[config.mk]
export PLATFORM = sky130hd
export DESIGN_NAME = lru_block_cache_controller
export DESIGN_NICKNAME = d
export VERILOG_FILES = /design/src/rtl/core/lbc_pkg.sv /design/src/rtl/core/lbc_ctrl.sv /design/src/rtl/core/lbc_dpath.sv /design/src/rtl/core/lru_block_cache_controller.sv
export VERILOG_INCLUDE_DIRS = /design/src /design/src/rtl/core
export SDC_FILE = /design/constraint.sdc
export NUM_CORES = 1
export LEC_CHECK = 0
export BUFFER_PORTS_ARGS = -buffer_cell sky130_fd_sc_hd__buf_2
export CAP_MARGIN = 30
export CELL_PAD_IN_SITES_DETAIL_PLACEMENT = 1
export CELL_PAD_IN_SITES_GLOBAL_PLACEMENT = 1
export CORE_MARGIN = 4
export CORE_UTILIZATION = 51
export DETAILED_ROUTE_END_ITERATION = 10
export PLACE_DENSITY = 0.86
export SLEW_MARGIN = 20
export SYNTH_ARGS = -nofsm -noshare
export SYNTH_HDL_FRONTEND = slang
export SYNTH_SLANG_ARGS = --single-unit
[constraint.sdc]
create_clock -name clk -period 5.9 [get_ports clk]
set_input_delay 1.77 -clock clk [delete_from_list [all_inputs] [get_ports clk]]
set_output_delay 1.77 -clock clk [all_outputs]
set_load 0.01 [all_outputs]
[src/rtl/core/lru_block_cache_controller_assert.svh]
// Assertion macros shared by the block cache controller RTL.
// Defining NO_ASSERTIONS turns every macro into an empty line.
`ifndef LRU_BLOCK_CACHE_CONTROLLER_ASSERT_SVH
`define LRU_BLOCK_CACHE_CONTROLLER_ASSERT_SVH
`ifndef NO_ASSERTIONS
`define LBC_ASSERT_IMP(name, clk, rst_n, ante, cons, msg) \
	name: assert property (@(posedge clk) disable iff (!rst_n) (ante) |-> (cons)) \
		else $error(msg);
`define LBC_ASSERT_NXT(name, clk, rst_n, ante, cons, msg) \
	name: assert property (@(posedge clk) disable iff (!rst_n) (ante) |=> (cons)) \
		else $error(msg);
`else
`define LBC_ASSERT_IMP(name, clk, rst_n, ante, cons, msg)
`define LBC_ASSERT_NXT(name, clk, rst_n, ante, cons, msg)
`endif
`endif

[src/rtl/core/lbc_pkg.sv]
// Types, codes and constants of the block cache controller.
// Used by lbc_ctrl, lbc_dpath and lru_block_cache_controller; depends on nothing.
package lbc_pkg;

	localparam int NUM_SLOTS_DEF   = 4;
	localparam int MAX_SECTORS_DEF = 8;
	localparam int BLK_W           = 32;
	localparam int ADDR_W          = 32;
	localparam int STAMP_W         = 32;
	localparam int SPB_W           = 4;
	localparam logic [SPB_W-1:0] SPB_RESET = 4'd2;

	typedef enum logic [1:0] {
		ACT_READ  = 2'd0,
		ACT_WRITE = 2'd1,
		ACT_FLUSH = 2'd2,
		ACT_DONE  = 2'd3
	} action_t;

	typedef enum logic [2:0] {
		STAT_HIT     = 3'd0,
		STAT_CMD     = 3'd1,
		STAT_FILLED  = 3'd2,
		STAT_ZERO    = 3'd3,
		STAT_IOERR   = 3'd4,
		STAT_WRITTEN = 3'd5,
		STAT_FLUSHED = 3'd6,
		STAT_BUSY    = 3'd7
	} stat_t;

	typedef enum logic [1:0] {
		DCMD_NONE  = 2'd0,
		DCMD_READ  = 2'd1,
		DCMD_WRITE = 2'd2
	} dcmd_t;

	typedef enum logic [1:0] {
		PEND_NONE  = 2'd0,
		PEND_READ  = 2'd1,
		PEND_WRITE = 2'd2
	} pend_t;

	typedef enum logic [3:0] {
		RESP_HIT,
		RESP_CMD,
		RESP_FILLED,
		RESP_ZERO,
		RESP_ERR_READ,
		RESP_ERR_WRITE,
		RESP_WRITTEN,
		RESP_FLUSHED,
		RESP_BUSY
	} resp_t;

	typedef enum logic [2:0] {
		S_IDLE,
		S_DECODE,
		S_SCAN,
		S_CHOOSE,
		S_ISSUE,
		S_RESP
	} ctrl_state_t;

	typedef struct packed {
		logic  load;
		logic  scan_step;
		logic  issue_read;
		logic  issue_write;
		logic  emit;
		resp_t resp;
	} ctrl_cmd_t;

	typedef struct packed {
		action_t act;
		logic    blk_zero;
		logic    io_err;
		pend_t   pend;
		logic    scan_last;
		logic    hit;
		logic    issue_last;
		logic    out_free;
	} dp_status_t;

endpackage

[src/rtl/core/lbc_ctrl.sv]
// Sequencing state machine of the block cache controller.
// Depends on lbc_pkg; drives lbc_dpath through command and status structs.
module lbc_ctrl (
	input  logic                   clk,
	input  logic                   arst_n,
	input  logic                   s_tvalid,
	output logic                   s_tready,
	input  lbc_pkg::dp_status_t    sts,
	output lbc_pkg::ctrl_cmd_t     cmd
);

	lbc_pkg::ctrl_state_t state_q, state_d;
	lbc_pkg::resp_t       resp_q, resp_d;

	always_ff @(posedge clk or negedge arst_n) begin
		if (!arst_n) begin
			state_q <= lbc_pkg::S_IDLE;
			resp_q  <= lbc_pkg::RESP_BUSY;
		end else begin
			state_q <= state_d;
			resp_q  <= resp_d;
		end
	end

	always_comb begin
		state_d  = state_q;
		resp_d   = resp_q;
		cmd      = '0;
		cmd.resp = resp_q;
		s_tready = 1'b0;
		unique case (state_q)
			lbc_pkg::S_IDLE: begin
				s_tready = 1'b1;
				if (s_tvalid) begin
					cmd.load = 1'b1;
					state_d  = lbc_pkg::S_DECODE;
				end
			end
			lbc_pkg::S_DECODE: begin
				priority if (sts.act == lbc_pkg::ACT_DONE) begin
					priority if (sts.pend == lbc_pkg::PEND_READ) begin
						resp_d  = sts.io_err ? lbc_pkg::RESP_ERR_READ : lbc_pkg::RESP_FILLED;
						state_d = lbc_pkg::S_RESP;
					end else if (sts.pend == lbc_pkg::PEND_WRITE) begin
						if (sts.io_err) begin
							resp_d  = lbc_pkg::RESP_ERR_WRITE;
							state_d = lbc_pkg::S_RESP;
						end else begin
							state_d = lbc_pkg::S_SCAN;
						end
					end else begin
						state_d = lbc_pkg::S_IDLE;
					end
				end else if (sts.blk_zero && sts.act != lbc_pkg::ACT_FLUSH) begin
					resp_d  = lbc_pkg::RESP_ZERO;
					state_d = lbc_pkg::S_RESP;
				end else if (sts.pend != lbc_pkg::PEND_NONE) begin
					resp_d  = lbc_pkg::RESP_BUSY;
					state_d = lbc_pkg::S_RESP;
				end else if (sts.act == lbc_pkg::ACT_FLUSH) begin
					resp_d  = lbc_pkg::RESP_FLUSHED;
					state_d = lbc_pkg::S_RESP;
				end else if (sts.act == lbc_pkg::ACT_WRITE) begin
					cmd.issue_write = 1'b1;
					state_d         = lbc_pkg::S_ISSUE;
				end else begin
					state_d = lbc_pkg::S_SCAN;
				end
			end
			lbc_pkg::S_SCAN: begin
				cmd.scan_step = 1'b1;
				if (sts.scan_last) begin
					state_d = lbc_pkg::S_CHOOSE;
				end
			end
			lbc_pkg::S_CHOOSE: begin
				priority if (sts.act == lbc_pkg::ACT_DONE) begin
					resp_d  = lbc_pkg::RESP_WRITTEN;
					state_d = lbc_pkg::S_RESP;
				end else if (sts.hit) begin
					resp_d  = lbc_pkg::RESP_HIT;
					state_d = lbc_pkg::S_RESP;
				end else begin
					cmd.issue_read = 1'b1;
					state_d        = lbc_pkg::S_ISSUE;
				end
			end
			lbc_pkg::S_ISSUE: begin
				cmd.resp = lbc_pkg::RESP_CMD;
				if (sts.out_free) begin
					cmd.emit = 1'b1;
					if (sts.issue_last) begin
						state_d = lbc_pkg::S_IDLE;
					end
				end
			end
			lbc_pkg::S_RESP: begin
				if (sts.out_free) begin
					cmd.emit = 1'b1;
					state_d  = lbc_pkg::S_IDLE;
				end
			end
			default: begin
				state_d = lbc_pkg::S_IDLE;
			end
		endcase
	end

endmodule

[src/rtl/core/lbc_dpath.sv]
// Datapath of the block cache controller: slot tags and stamps, use counter,
// pending transfer, LRU scan, sector address generation and output register.
// Depends on lbc_pkg and the assertion macro header; commanded by lbc_ctrl.
`include "lru_block_cache_controller_assert.svh"

module lbc_dpath #(
	parameter int NUM_SLOTS   = lbc_pkg::NUM_SLOTS_DEF,
	parameter int MAX_SECTORS = lbc_pkg::MAX_SECTORS_DEF,
	parameter int SLOT_W      = $clog2(NUM_SLOTS),
	parameter int OFF_W       = (MAX_SECTORS > 1) ? $clog2(MAX_SECTORS) : 1,
	parameter int IN_W        = ((lbc_pkg::BLK_W + 1 + 7) / 8) * 8,
	parameter int OUT_W       = ((SLOT_W + 2 + lbc_pkg::ADDR_W + OFF_W + 1 + 7) / 8) * 8
) (
	input  logic                     clk,
	input  logic                     arst_n,
	input  lbc_pkg::ctrl_cmd_t       cmd,
	output lbc_pkg::dp_status_t      sts,
	input  logic [1:0]               s_tuser,
	input  logic [IN_W-1:0]          s_tdata,
	input  logic                     cfg_valid,
	input  logic [lbc_pkg::SPB_W-1:0] cfg_data,
	output logic                     m_tvalid,
	input  logic                     m_tready,
	output logic [2:0]               m_tuser,
	output logic [OUT_W-1:0]         m_tdata,
	output logic                     m_tlast
);

	localparam int CNT_W  = $clog2(MAX_SECTORS + 1);
	localparam int PACK_W = SLOT_W + 2 + lbc_pkg::ADDR_W + OFF_W + 1;

	logic [lbc_pkg::SPB_W-1:0]   spb_q;
	lbc_pkg::action_t            act_q;
	logic [lbc_pkg::BLK_W-1:0]   key_q;
	logic                        err_q;

	logic [lbc_pkg::BLK_W-1:0]   tag_q   [NUM_SLOTS];
	logic [lbc_pkg::STAMP_W-1:0] stamp_q [NUM_SLOTS];
	logic [lbc_pkg::STAMP_W-1:0] use_cnt_q;
	lbc_pkg::pend_t              pend_kind_q;
	logic [SLOT_W-1:0]           pend_slot_q;
	logic [lbc_pkg::BLK_W-1:0]   pend_blk_q;

	logic [SLOT_W-1:0]           scan_idx_q;
	logic                        hit_q;
	logic [SLOT_W-1:0]           hit_idx_q;
	logic [lbc_pkg::STAMP_W-1:0] best_q;
	logic [SLOT_W-1:0]           vic_q;

	logic [lbc_pkg::ADDR_W-1:0]  lba_q;
	logic [OFF_W-1:0]            sec_q;

	logic                        m_tvalid_q;
	logic [2:0]                  m_tuser_q;
	logic [OUT_W-1:0]            m_tdata_q;
	logic                        m_tlast_q;

	logic [CNT_W-1:0]            n_cnt;
	logic [lbc_pkg::BLK_W-1:0]   scan_key;
	logic                        match;
	logic                        sec_last;
	logic                        out_free;
	logic [lbc_pkg::STAMP_W-1:0] use_cnt_inc;

	lbc_pkg::stat_t              o_stat;
	logic [SLOT_W-1:0]           o_slot;
	lbc_pkg::dcmd_t              o_cmd;
	logic [lbc_pkg::ADDR_W-1:0]  o_addr;
	logic [OFF_W-1:0]            o_off;
	logic                        o_refresh;
	logic                        o_last;
	logic [PACK_W-1:0]           o_pack;

	always_comb begin
		if (spb_q == '0) begin
			n_cnt = CNT_W'(1);
		end else if (int'(spb_q) > MAX_SECTORS) begin
			n_cnt = CNT_W'(MAX_SECTORS);
		end else begin
			n_cnt = CNT_W'(spb_q);
		end
	end

	assign scan_key    = (act_q == lbc_pkg::ACT_DONE) ? pend_blk_q : key_q;
	assign match       = (tag_q[scan_idx_q] == scan_key);
	assign sec_last    = ((CNT_W'(sec_q) + CNT_W'(1)) == n_cnt);
	assign out_free    = !m_tvalid_q || m_tready;
	assign use_cnt_inc = use_cnt_q + lbc_pkg::STAMP_W'(1);

	assign sts.act        = act_q;
	assign sts.blk_zero   = (key_q == '0);
	assign sts.io_err     = err_q;
	assign sts.pend       = pend_kind_q;
	assign sts.scan_last  = (scan_idx_q == SLOT_W'(NUM_SLOTS - 1));
	assign sts.hit        = hit_q;
	assign sts.issue_last = sec_last;
	assign sts.out_free   = out_free;

	always_ff @(posedge clk or negedge arst_n) begin
		if (!arst_n) begin
			spb_q <= lbc_pkg::SPB_RESET;
		end else if (cfg_valid) begin
			spb_q <= cfg_data;
		end
	end

	always_ff @(posedge clk) begin
		if (cmd.load) begin
			act_q <= lbc_pkg::action_t'(s_tuser);
			key_q <= s_tdata[lbc_pkg::BLK_W-1:0];
			err_q <= s_tdata[lbc_pkg::BLK_W];
		end
		if (cmd.scan_step && (scan_idx_q == '0 || stamp_q[scan_idx_q] < best_q)) begin
			best_q <= stamp_q[scan_idx_q];
			vic_q  <= scan_idx_q;
		end
		if (cmd.issue_read || cmd.issue_write) begin
			lba_q <= lbc_pkg::ADDR_W'(key_q * lbc_pkg::BLK_W'(n_cnt));
		end
	end

	always_ff @(posedge clk or negedge arst_n) begin
		if (!arst_n) begin
			scan_idx_q <= '0;
			hit_q      <= 1'b0;
			hit_idx_q  <= '0;
		end else if (cmd.load) begin
			scan_idx_q <= '0;
			hit_q      <= 1'b0;
		end else if (cmd.scan_step) begin
			scan_idx_q <= scan_idx_q + SLOT_W'(1);
			if (match && !hit_q) begin
				hit_q     <= 1'b1;
				hit_idx_q <= scan_idx_q;
			end
		end
	end

	always_ff @(posedge clk or negedge arst_n) begin
		if (!arst_n) begin
			for (int i = 0; i < NUM_SLOTS; i++) begin
				tag_q[i]   <= '0;
				stamp_q[i] <= '0;
			end
			use_cnt_q   <= '0;
			pend_kind_q <= lbc_pkg::PEND_NONE;
			pend_slot_q <= '0;
			pend_blk_q  <= '0;
			sec_q       <= '0;
		end else begin
			if (cmd.issue_read) begin
				pend_kind_q <= lbc_pkg::PEND_READ;
				pend_slot_q <= vic_q;
				pend_blk_q  <= key_q;
				sec_q       <= '0;
			end
			if (cmd.issue_write) begin
				pend_kind_q <= lbc_pkg::PEND_WRITE;
				pend_slot_q <= '0;
				pend_blk_q  <= key_q;
				sec_q       <= '0;
			end
			if (cmd.emit) begin
				unique case (cmd.resp)
					lbc_pkg::RESP_HIT: begin
						use_cnt_q          <= use_cnt_inc;
						stamp_q[hit_idx_q] <= use_cnt_inc;
					end
					lbc_pkg::RESP_CMD: begin
						sec_q <= sec_q + OFF_W'(1);
					end
					lbc_pkg::RESP_FILLED: begin
						use_cnt_q            <= use_cnt_inc;
						tag_q[pend_slot_q]   <= pend_blk_q;
						stamp_q[pend_slot_q] <= use_cnt_inc;
						pend_kind_q          <= lbc_pkg::PEND_NONE;
					end
					lbc_pkg::RESP_ERR_READ: begin
						tag_q[pend_slot_q] <= '0;
						pend_kind_q        <= lbc_pkg::PEND_NONE;
					end
					lbc_pkg::RESP_ERR_WRITE: begin
						pend_kind_q <= lbc_pkg::PEND_NONE;
					end
					lbc_pkg::RESP_WRITTEN: begin
						pend_kind_q <= lbc_pkg::PEND_NONE;
					end
					lbc_pkg::RESP_FLUSHED: begin
						for (int i = 0; i < NUM_SLOTS; i++) begin
							tag_q[i] <= '0;
						end
						use_cnt_q <= '0;
					end
					default: begin
					end
				endcase
			end
		end
	end

	always_comb begin
		o_stat    = lbc_pkg::STAT_BUSY;
		o_slot    = '0;
		o_cmd     = lbc_pkg::DCMD_NONE;
		o_addr    = '0;
		o_off     = '0;
		o_refresh = 1'b0;
		o_last    = 1'b1;
		unique case (cmd.resp)
			lbc_pkg::RESP_HIT: begin
				o_stat = lbc_pkg::STAT_HIT;
				o_slot = hit_idx_q;
			end
			lbc_pkg::RESP_CMD: begin
				o_stat = lbc_pkg::STAT_CMD;
				o_slot = pend_slot_q;
				o_cmd  = (pend_kind_q == lbc_pkg::PEND_READ) ? lbc_pkg::DCMD_READ
				                                             : lbc_pkg::DCMD_WRITE;
				o_addr = lba_q + lbc_pkg::ADDR_W'(sec_q);
				o_off  = sec_q;
				o_last = sec_last;
			end
			lbc_pkg::RESP_FILLED: begin
				o_stat = lbc_pkg::STAT_FILLED;
				o_slot = pend_slot_q;
			end
			lbc_pkg::RESP_ZERO: begin
				o_stat = lbc_pkg::STAT_ZERO;
			end
			lbc_pkg::RESP_ERR_READ: begin
				o_stat = lbc_pkg::STAT_IOERR;
				o_slot = pend_slot_q;
			end
			lbc_pkg::RESP_ERR_WRITE: begin
				o_stat = lbc_pkg::STAT_IOERR;
			end
			lbc_pkg::RESP_WRITTEN: begin
				o_stat    = lbc_pkg::STAT_WRITTEN;
				o_slot    = hit_q ? hit_idx_q : '0;
				o_refresh = hit_q;
			end
			lbc_pkg::RESP_FLUSHED: begin
				o_stat = lbc_pkg::STAT_FLUSHED;
			end
			default: begin
				o_stat = lbc_pkg::STAT_BUSY;
			end
		endcase
	end

	assign o_pack = {o_refresh, o_off, o_addr, o_cmd, o_slot};

	always_ff @(posedge clk or negedge arst_n) begin
		if (!arst_n) begin
			m_tvalid_q <= 1'b0;
		end else if (cmd.emit) begin
			m_tvalid_q <= 1'b1;
		end else if (m_tready) begin
			m_tvalid_q <= 1'b0;
		end
	end

	always_ff @(posedge clk) begin
		if (cmd.emit) begin
			m_tuser_q <= o_stat;
			m_tdata_q <= OUT_W'(o_pack);
			m_tlast_q <= o_last;
		end
	end

	assign m_tvalid = m_tvalid_q;
	assign m_tuser  = m_tuser_q;
	assign m_tdata  = m_tdata_q;
	assign m_tlast  = m_tlast_q;

	`LBC_ASSERT_IMP(a_emit_needs_room, clk, arst_n, cmd.emit, out_free, "Result pushed into a full output register.")
	`LBC_ASSERT_NXT(a_fill_clears_pend, clk, arst_n, cmd.emit && cmd.resp == lbc_pkg::RESP_FILLED, pend_kind_q == lbc_pkg::PEND_NONE, "Pending transfer survived its fill.")
	`LBC_ASSERT_IMP(a_sector_in_range, clk, arst_n, cmd.emit && cmd.resp == lbc_pkg::RESP_CMD, CNT_W'(sec_q) < n_cnt, "Sector request beyond the block.")
	`LBC_ASSERT_IMP(a_fill_only_on_miss, clk, arst_n, cmd.issue_read, !hit_q, "Fill started for a cached block.")

endmodule

[src/rtl/core/lru_block_cache_controller.sv]
// Timing: a request is taken in S_IDLE and decoded in S_DECODE; a plain answer then goes
// through S_RESP into the output register once that is free. Reads and write completions
// scan the slot table, one slot per cycle, then choose in S_CHOOSE; a read miss then issues
// one sector request per cycle while the output is free. A new request is taken once the
// last result of the previous one is registered. Reset (arst_n low, asynchronous) empties
// all slots, clears stamps, counter and pending transfer, and sets sectors per block to two.
module lru_block_cache_controller #(
	parameter int NUM_SLOTS   = lbc_pkg::NUM_SLOTS_DEF,
	parameter int MAX_SECTORS = lbc_pkg::MAX_SECTORS_DEF,
	localparam int SLOT_W     = $clog2(NUM_SLOTS),
	localparam int OFF_W      = (MAX_SECTORS > 1) ? $clog2(MAX_SECTORS) : 1,
	localparam int IN_W       = ((lbc_pkg::BLK_W + 1 + 7) / 8) * 8,
	localparam int OUT_W      = ((SLOT_W + 2 + lbc_pkg::ADDR_W + OFF_W + 1 + 7) / 8) * 8
) (
	input  logic                      clk,
	input  logic                      arst_n,
	input  logic                      s_tvalid,
	output logic                      s_tready,
	input  logic [IN_W-1:0]           s_tdata,   // block_number, io_error
	input  logic [1:0]                s_tuser,   // action
	output logic                      m_tvalid,
	input  logic                      m_tready,
	output logic [OUT_W-1:0]          m_tdata,   // slot, disk_command, sector_address,
	                                             // sector_offset, refresh_slot
	output logic [2:0]                m_tuser,   // status
	output logic                      m_tlast,
	input  logic                      cfg_valid,
	output logic                      cfg_ready,
	input  logic [lbc_pkg::SPB_W-1:0] cfg_data
);

	lbc_pkg::ctrl_cmd_t  cmd;
	lbc_pkg::dp_status_t sts;

	assign cfg_ready = 1'b1;

	lbc_ctrl u_ctrl (
		.clk      (clk),
		.arst_n   (arst_n),
		.s_tvalid (s_tvalid),
		.s_tready (s_tready),
		.sts      (sts),
		.cmd      (cmd)
	);

	lbc_dpath #(
		.NUM_SLOTS   (NUM_SLOTS),
		.MAX_SECTORS (MAX_SECTORS),
		.SLOT_W      (SLOT_W),
		.OFF_W       (OFF_W),
		.IN_W        (IN_W),
		.OUT_W       (OUT_W)
	) u_dpath (
		.clk       (clk),
		.arst_n    (arst_n),
		.cmd       (cmd),
		.sts       (sts),
		.s_tuser   (s_tuser),
		.s_tdata   (s_tdata),
		.cfg_valid (cfg_valid),
		.cfg_data  (cfg_data),
		.m_tvalid  (m_tvalid),
		.m_tready  (m_tready),
		.m_tuser   (m_tuser),
		.m_tdata   (m_tdata),
		.m_tlast   (m_tlast)
	);

endmodule
==> metrics.txt, run 1 <==
register area share after synthesis=0.499; area leader, netlist=dfrtp_1; switching share of power=0.374; largest family of logic cells by synthesized area=simple AND/OR/NAND/NOR gates; Die H=234 microns; post-synthesis simple-gate area fraction=0.139; Unique masters post-synth=80; Buf/Inv on CP=4; Tcrit/Tclk final=0.855; asr flop ratio synth=0.703; # IOs=98; Fillers=5,295; Setup WS post-layout=0.855 ns; Via-to-Cell Ratio=6.09; root buf cell=clkbuf_16; nets=2,609; Syn Nets=2,559; Yosys top cell area share=0.330; routability-driven placement congestion ratio=0.814; CTS Buf Count=52; number of synthesized flops with an enable pin=145; Critical-path top delay cell=a2111oi_0; CP max stage delay=0.59 ns; critical path's top delay family=compound AO/OA/AOI/OAI gates; cells along the critical path=buf_4 > nor2b_1 > buf_4 > and2_1 > fa_1 > inv_1 > fa_1 > inv_1 > ha_1 > a211oi_2 > o21bai_1 > a21oi_1 > o21ai_0 > a2111oi_0 > o31ai_1 > a21oi_1 > xnor2_1; Crit. End Element=flop; diode count=0; vias in the first global route=21,200; Post-CTS Setup Bufs=0; first-pass GRT wire length=117,000 microns; die area=54,600 sq um; Int Pwr=8080 uW; Placement Setup Slack=0.952 ns; Synth Area in XOR/XNOR=0.0391; area of the multi-input gates=11,900 sq um; Final min period=5.04 ns; register area=13,000 sq um; commonest non-fill, non-tap cell in the layout=dfrtp_1; die width=234 microns; status=complete, no violations; CORE AREA=50,300 sq um; Final Hold Fails=0; f_max=0.198 GHz; Max transition margin=0.377; Pre-antenna DRT Iters=5; Clk network pwr share=0.259; Synth Register Bits=489; CTS Buffer Depth=3; Final Max Tran Viols=0; DRT iter0 DRCs=1,443; initial antenna violation count=0; Comb pwr share=0.351; Max Cap Violations=0; PortBufs=89; Pleak=0.0123 uW; Syn Area/Cell=10.9 sq um; crit start category=flop; Synth area leaders=dfrtp_1 (33%), edfxtp_1 (17%), mux4_2 (5.3%); Worst Clk Skew=0.0260 ns; placed cells=3,041; Post-Synthesis Cells=2,374; Core Rows=82; worst-skew pair later-pin latency=0.63 ns; DR WL/cell=23.2 microns; GRT Total Usage=0.271; initial core utilization=0.516; Seq pwr share=0.389; VDD IR max=0.000245 V; commonest non-fill, non-tap cells in the layout=dfrtp_1 (340), o21ai_0 (254), nand2_1 (242); Slew @ Worst Pin=0.933 ns; CP required=6.26 ns; GRT Residual Overflow=0; final hold slack=0.477 ns; cts repair resizes=0; Syn Std Cell Area=26,000 sq um; post-route ant nets=0; Power Density=448 nW/um^2; layout cell share with drive strength beyond 1=0.140; CTS clock-pin slew for the worst setup and hold paths=0.06 ns; Synth warnings=0; vias=19,100; Routed WL=73,000 microns; DRC=0; crit-path max FO=34; unrepaired setup endpoints after global routing=false; Setup CP Type=reg -> reg; CTS tree=built; mux cell area share after synthesis=0.0882; clock sink total=489; Crit path arrival time=5.41 ns; Net Sw Power=4820 uW; area delta synth->final=10.9%; Most used DFF post-synth=dfrtp_1; Compound-Gate Fraction of Synth Area=0.108; H-Tree Depth=2; final setup fails=0; final cell count without fillers=3,140; final HPWL from detailed placement=47,400 microns; pin count of the biggest net entering global routing=141; hold-fix buffers at CTS=0; hold crit path type=reg -> reg; Synth Area in Adders=0.0814; setup TNS=0 ns
-- cells by family after synthesis --
logic type / Yosys count
flip-flops: 489
XOR/XNOR: 116
AO/OA/AOI/OAI: 466
buffers and inverters: 284
AND/OR/NAND/NOR: 742
other: 1
adder cells (fa/ha/maj): 134
multiplexers: 142
-- layout make-up --
| type | count | area share |
|---|---|---|
| clock inverters | 18 | 0.00595 |
| repair buffers | 119 | 0.0252 |
| clock buffers | 80 | 0.0549 |
| well taps | 672 | 0.0292 |
| multi-input cells | 1601 | 0.413 |
| flip-flops and latches | 489 | 0.451 |
| inverters | 161 | 0.0210 |
-- path summary, 6_finish.rpt --
path	startpoint	to	depth (start not counted)	slack, ns
worst max-delay path	u_dpath.spb_q[3]	u_dpath.lba_q[19]	17	0.86
worst min-delay path	u_dpath.stamp_q[35]	u_dpath.stamp_q[35]	2	0.48
max in group asynchronous	arst_n	u_dpath.tag_q[111]	2	3.48
min in group asynchronous	arst_n	u_dpath.spb_q[0]	1	1.15
worst max register to register	u_dpath.spb_q[3]	u_dpath.lba_q[19]	17	0.86
worst min register to register	u_dpath.stamp_q[35]	u_dpath.stamp_q[35]	2	0.48
-- cell usage after synthesis (all sizes together), types with 9 or more instances --
| cell | count |
|---|---|
| a21o | 25 |
| nand2b | 9 |
| dfrtp | 342 |
| nand3 | 135 |
| nor2 | 132 |
| mux4 | 64 |
| inv | 161 |
| a21oi | 84 |
| nor2b | 11 |
| buf | 29 |
| clkbuf | 94 |
| fa | 58 |
| o21ai | 263 |
| and3 | 19 |
| mux2 | 44 |
| xor2 | 44 |
| a211oi | 10 |
| nand4 | 20 |
| a32o | 32 |
| ha | 76 |
| and2 | 98 |
| xnor2 | 72 |
| nor4 | 17 |
| o21bai | 9 |
| nor3 | 23 |
| nand2 | 245 |
| mux2i | 34 |
| edfxtp | 145 |
-- metrics by stage --
| stage | util | area (sq um) | total power [uW] |
|---|---|---|---|
| 6_report | 0.573 | 28800 | 12900 |
| 5_1_grt | 0.573 | 28800 | 13600 |
| 4_1_cts | 0.572 | 28800 | 12900 |
| 3_5_place_dp | 0.537 | 27000 | 9470 |
| 3_3_place_gp | 0.537 | 27000 | 9060 |
| 2_1_floorplan | - | 26000 | 7990 |
-- power groups by stage --
stage	clock network (uW)	registers (uW)	logic [uW]
floorplan	0	4820	3170
global route	3550	5090	5000
global placement	0	4980	4090
detailed placement	0	5050	4420
finish	3350	5020	4530
CTS	3400	5010	4540
-- worst register-to-register path, stage by stage (launching register included) --
cell       delay, ns
dfrtp_1         0.32
buf_4           0.32
nor2b_1         0.10
buf_4           0.24
and2_1          0.23
fa_1            0.51
inv_1           0.06
fa_1            0.57
inv_1           0.07
ha_1            0.40
a211oi_2        0.31
o21bai_1        0.15
a21oi_1         0.31
o21ai_0         0.20
a2111oi_0       0.59
o31ai_1         0.15
a21oi_1         0.19
xnor2_1         0.08
-- registers in the layout, indices dropped and copies added (netlist names), 3 cells and up --
| name | cells |
|---|---|
| u_dpath.stamp_q | 128 |
| u_dpath.tag_q | 128 |
| u_dpath.m_tdata | 40 |
| u_dpath.best_q | 32 |
| u_dpath.key_q | 32 |
| u_dpath.lba_q | 32 |
| u_dpath.pend_blk_q | 32 |
| u_dpath.use_cnt_q | 32 |
| u_ctrl.resp_q | 4 |
| u_dpath.spb_q | 4 |
| u_ctrl.state_q | 3 |
| u_dpath.m_tuser | 3 |
| u_dpath.sec_q | 3 |
-- layer usage --
metal	vias to the layer above	global-route usage	share of wire
met3	127	0.0345	0.047
li1	8423	-	-
met2	573	0.466	0.51
met5	-	0	0
met4	0	0.0880	0.025
met1	10000	0.358	0.41
(Power assumes the default switching activity.)
==> inputs of run 2 (changes only) <==
ABC_AREA = 1   (was default)
CORE_UTILIZATION = 48   (was 51)
PLACE_DENSITY = 0.85   (was 0.86)
==> run 2 against run 1 <==
  * Utilization shrank 3.1 points
  * Setup slack gained 0.49 ns
  * Critical endpoint is now u_dpath.lba_q[31]
  * Worst hold slack gained 0.0098 ns
  * Power grew 21%
  * Via count grew 19%
  * Flip-flop and latch count is the same
  * Area after synthesis grew 3.7%
  * Wire length grew 15%
  * Die area grew 9.8%
  * Sequential share of layout area shrank 1.8 points
  * Fmax grew 11%
==> metrics.txt, run 2 <==
status=complete, no violations; setup TNS=0 ns (unchanged); vias in the first global route=25,000 (+18%); unrepaired setup endpoints after global routing=false; Crit. End Element=flop; GRT Residual Overflow=0 (unchanged); Synth warnings=0 (unchanged); worst-skew pair later-pin latency=0.61 ns (-0.02 ns); commonest non-fill, non-tap cell in the layout=nand2_1; Pleak=0.0142 uW (+15%); f_max=0.219 GHz (+11%); post-route ant nets=0 (unchanged); area leader, netlist=dfrtp_1; Power Density=520 nW/um^2 (+16%); CTS Buffer Depth=3 (unchanged); Reg2Reg Depth=15 (-2); Syn Std Cell Area=26,900 sq um (+3.7%); Via-to-Cell Ratio=5.69 (-6.7%); Core Rows=86 (+4.9%); Routed WL=83,800 microns (+15%); Final Max Tran Viols=0 (unchanged); area delta synth->final=11.3%; origin of the critical flop-to-flop path=u_dpath.spb_q[3]; Placement Setup Slack=1.05 ns (+0.0994 ns); Post-CTS Setup Bufs=0 (unchanged); CTS tree=built; final setup fails=0 (unchanged); Tcrit/Tclk final=0.773 (-0.0822); Synth top cells by count=nand2_1 (672), inv_1 (454), dfrtp_1 (342), nor2_1 (260), o21ai_0 (212); Most used DFF post-synth=dfrtp_1; Unique masters post-synth=54 (-33%); Max Cap Violations=0 (unchanged); # IOs=98 (unchanged); pin count of the biggest net entering global routing=119 (-16%); Final Hold Fails=0 (unchanged); Yosys top cell area share=0.318 (-0.0118); r2r setup slk=1.34 ns (+0.49 ns); DRT iter0 DRCs=1,421 (-1.5%); VDD IR max=0.000332 V (+35%); Worst Clk Skew=0.0210 ns (-0.00501 ns); clock sink total=489 (unchanged); nets=3,402 (+30%); DR WL/cell=20.9 microns (-10%); PortBufs=89 (unchanged); CORE AREA=55,300 sq um (+10%); hold crit path type=reg -> reg; number of synthesized flops with an enable pin=145 (unchanged); initial antenna violation count=1 (+1); Setup WS post-layout=1.34 ns (+0.485 ns); hold-fix buffers at CTS=0 (unchanged); root buf cell=clkbuf_16; Slew @ Worst Pin=0.987 ns (+0.0536 ns); H-Tree Depth=2 (unchanged); CP required=6.23 ns (-0.03 ns); Syn Area/Cell=8.50 sq um (-22%); commonest non-fill, non-tap cells in the layout=nand2_1 (671), inv_1 (453), dfrtp_1 (340); Die H=245 microns (+4.8%); Pre-antenna DRT Iters=5 (unchanged); Critical R2R Capture=u_dpath.lba_q[31]; crit start category=flop; Max transition margin=0.340 (-0.0369); most frequent cell after synthesis=nand2_1; die width=245 microns (+4.8%); first-pass GRT wire length=135,000 microns (+15%); hold endpoint=u_dpath.stamp_q[82]; Synth Register Bits=489 (unchanged); hold path depth=2 (unchanged); routability-driven placement congestion ratio=0.913 (+12%); Post-Synthesis Cells=3,168 (+33%); initial core utilization=0.487 (-0.0296); Final min period=4.56 ns (-0.485 ns); CTS clock-pin slew for the worst setup and hold paths=0.06 ns (about the same); Crit path arrival time=4.89 ns (-0.52 ns); Synth area leaders=dfrtp_1 (32%), edfxtp_1 (16%), nand2_1 (9.4%); layout cell share with drive strength beyond 1=0.0856 (-0.0542); register area share after synthesis=0.482 (-0.0178); Setup CP Type=reg -> reg; DRC=0 (unchanged); Syn Nets=3,353 (+31%); cts repair resizes=0 (unchanged); asr flop ratio synth=0.703 (unchanged); CTS Buf Count=53 (+1.9%); vias=22,800 (+19%); crit-path max FO=18 (-47%); die area=59,900 sq um (+9.8%); final HPWL from detailed placement=58,000 microns (+22%); GRT Total Usage=0.279 (+0.00780); hold path startpoint=u_dpath.stamp_q[82]
## run 2: worst max path at each step
stage                        endpoint                   from
floorplan           u_dpath.best_q[0]  u_dpath.scan_idx_q[0]
global placement    u_dpath.lba_q[31]       u_dpath.spb_q[1]
detailed placement  u_dpath.lba_q[31]       u_dpath.spb_q[1]
CTS                 u_dpath.lba_q[31]       u_dpath.spb_q[1]
global route        u_dpath.lba_q[31]       u_dpath.spb_q[1]
finish              u_dpath.lba_q[31]       u_dpath.spb_q[3]
## run 2: final cells by class
cell class                      instances  area (sq um)
Antenna cell                            1          2.50
Clock buffer                           69          1420
Clock inverter                         29           430
Fill cell                            6542         25300
Inverter                              469          1760
Multi-Input combinational cell       2078         11600
Sequential cell                       489         13000
Tap cell                              748           936
Timing Repair Buffer                  126           846
## run 2: logic make-up after synthesis
kind of cell,after synthesis,share of synthesized area
mux,1,0.000418
buf+inv,601,0.0897
fa+ha+maj,134,0.0785
other cells,1,0.000139
xor+xnor,81,0.0266
flops,489,0.482
simple gates,1201,0.187
compound gates,660,0.136
## run 2: metal layers
metal	vias up	GRT usage	wire length (microns)
li1	10500	-	-
met1	11600	0.358	34900
met2	560	0.492	42200
met3	177	0.0289	3540
met4	0	0.100	3130
met5	-	0	0
## run 2: report_power, final
| group | total [uW] | leakage, uW | internal [uW] | switching [uW] |
|---|---|---|---|---|
| sequential | 5410 | 0.00568 | 4680 | 731 |
| combinational | 6610 | 0.00761 | 2090 | 4520 |
| clock | 3570 | 0.000896 | 2170 | 1400 |
## run 2: critical path, cell delays in order (launching register included)
cell	delay, ns
dfrtp_1	0.40
inv_1	0.14
nand2_1	0.44
buf_4	0.35
nor2_1	0.10
fa_1	0.51
inv_1	0.06
fa_1	0.54
inv_1	0.05
ha_1	0.36
a21oi_1	0.21
o21ai_0	0.15
a211oi_1	0.26
nand3_1	0.25
a21oi_1	0.35
xnor2_1	0.11
## run 2: stage by stage
step	utilization	area [sq um]	cells	hold WS, ns	power, uW
floorplan	-	26900	3168	0.444	9710
global placement	0.506	28000	3903	0.462	11400
detailed placement	0.507	28000	3906	0.469	11900
CTS	0.540	29900	4004	0.484	15600
global route	0.542	30000	4009	0.503	16700
finish	0.542	30000	4009	0.487	15600
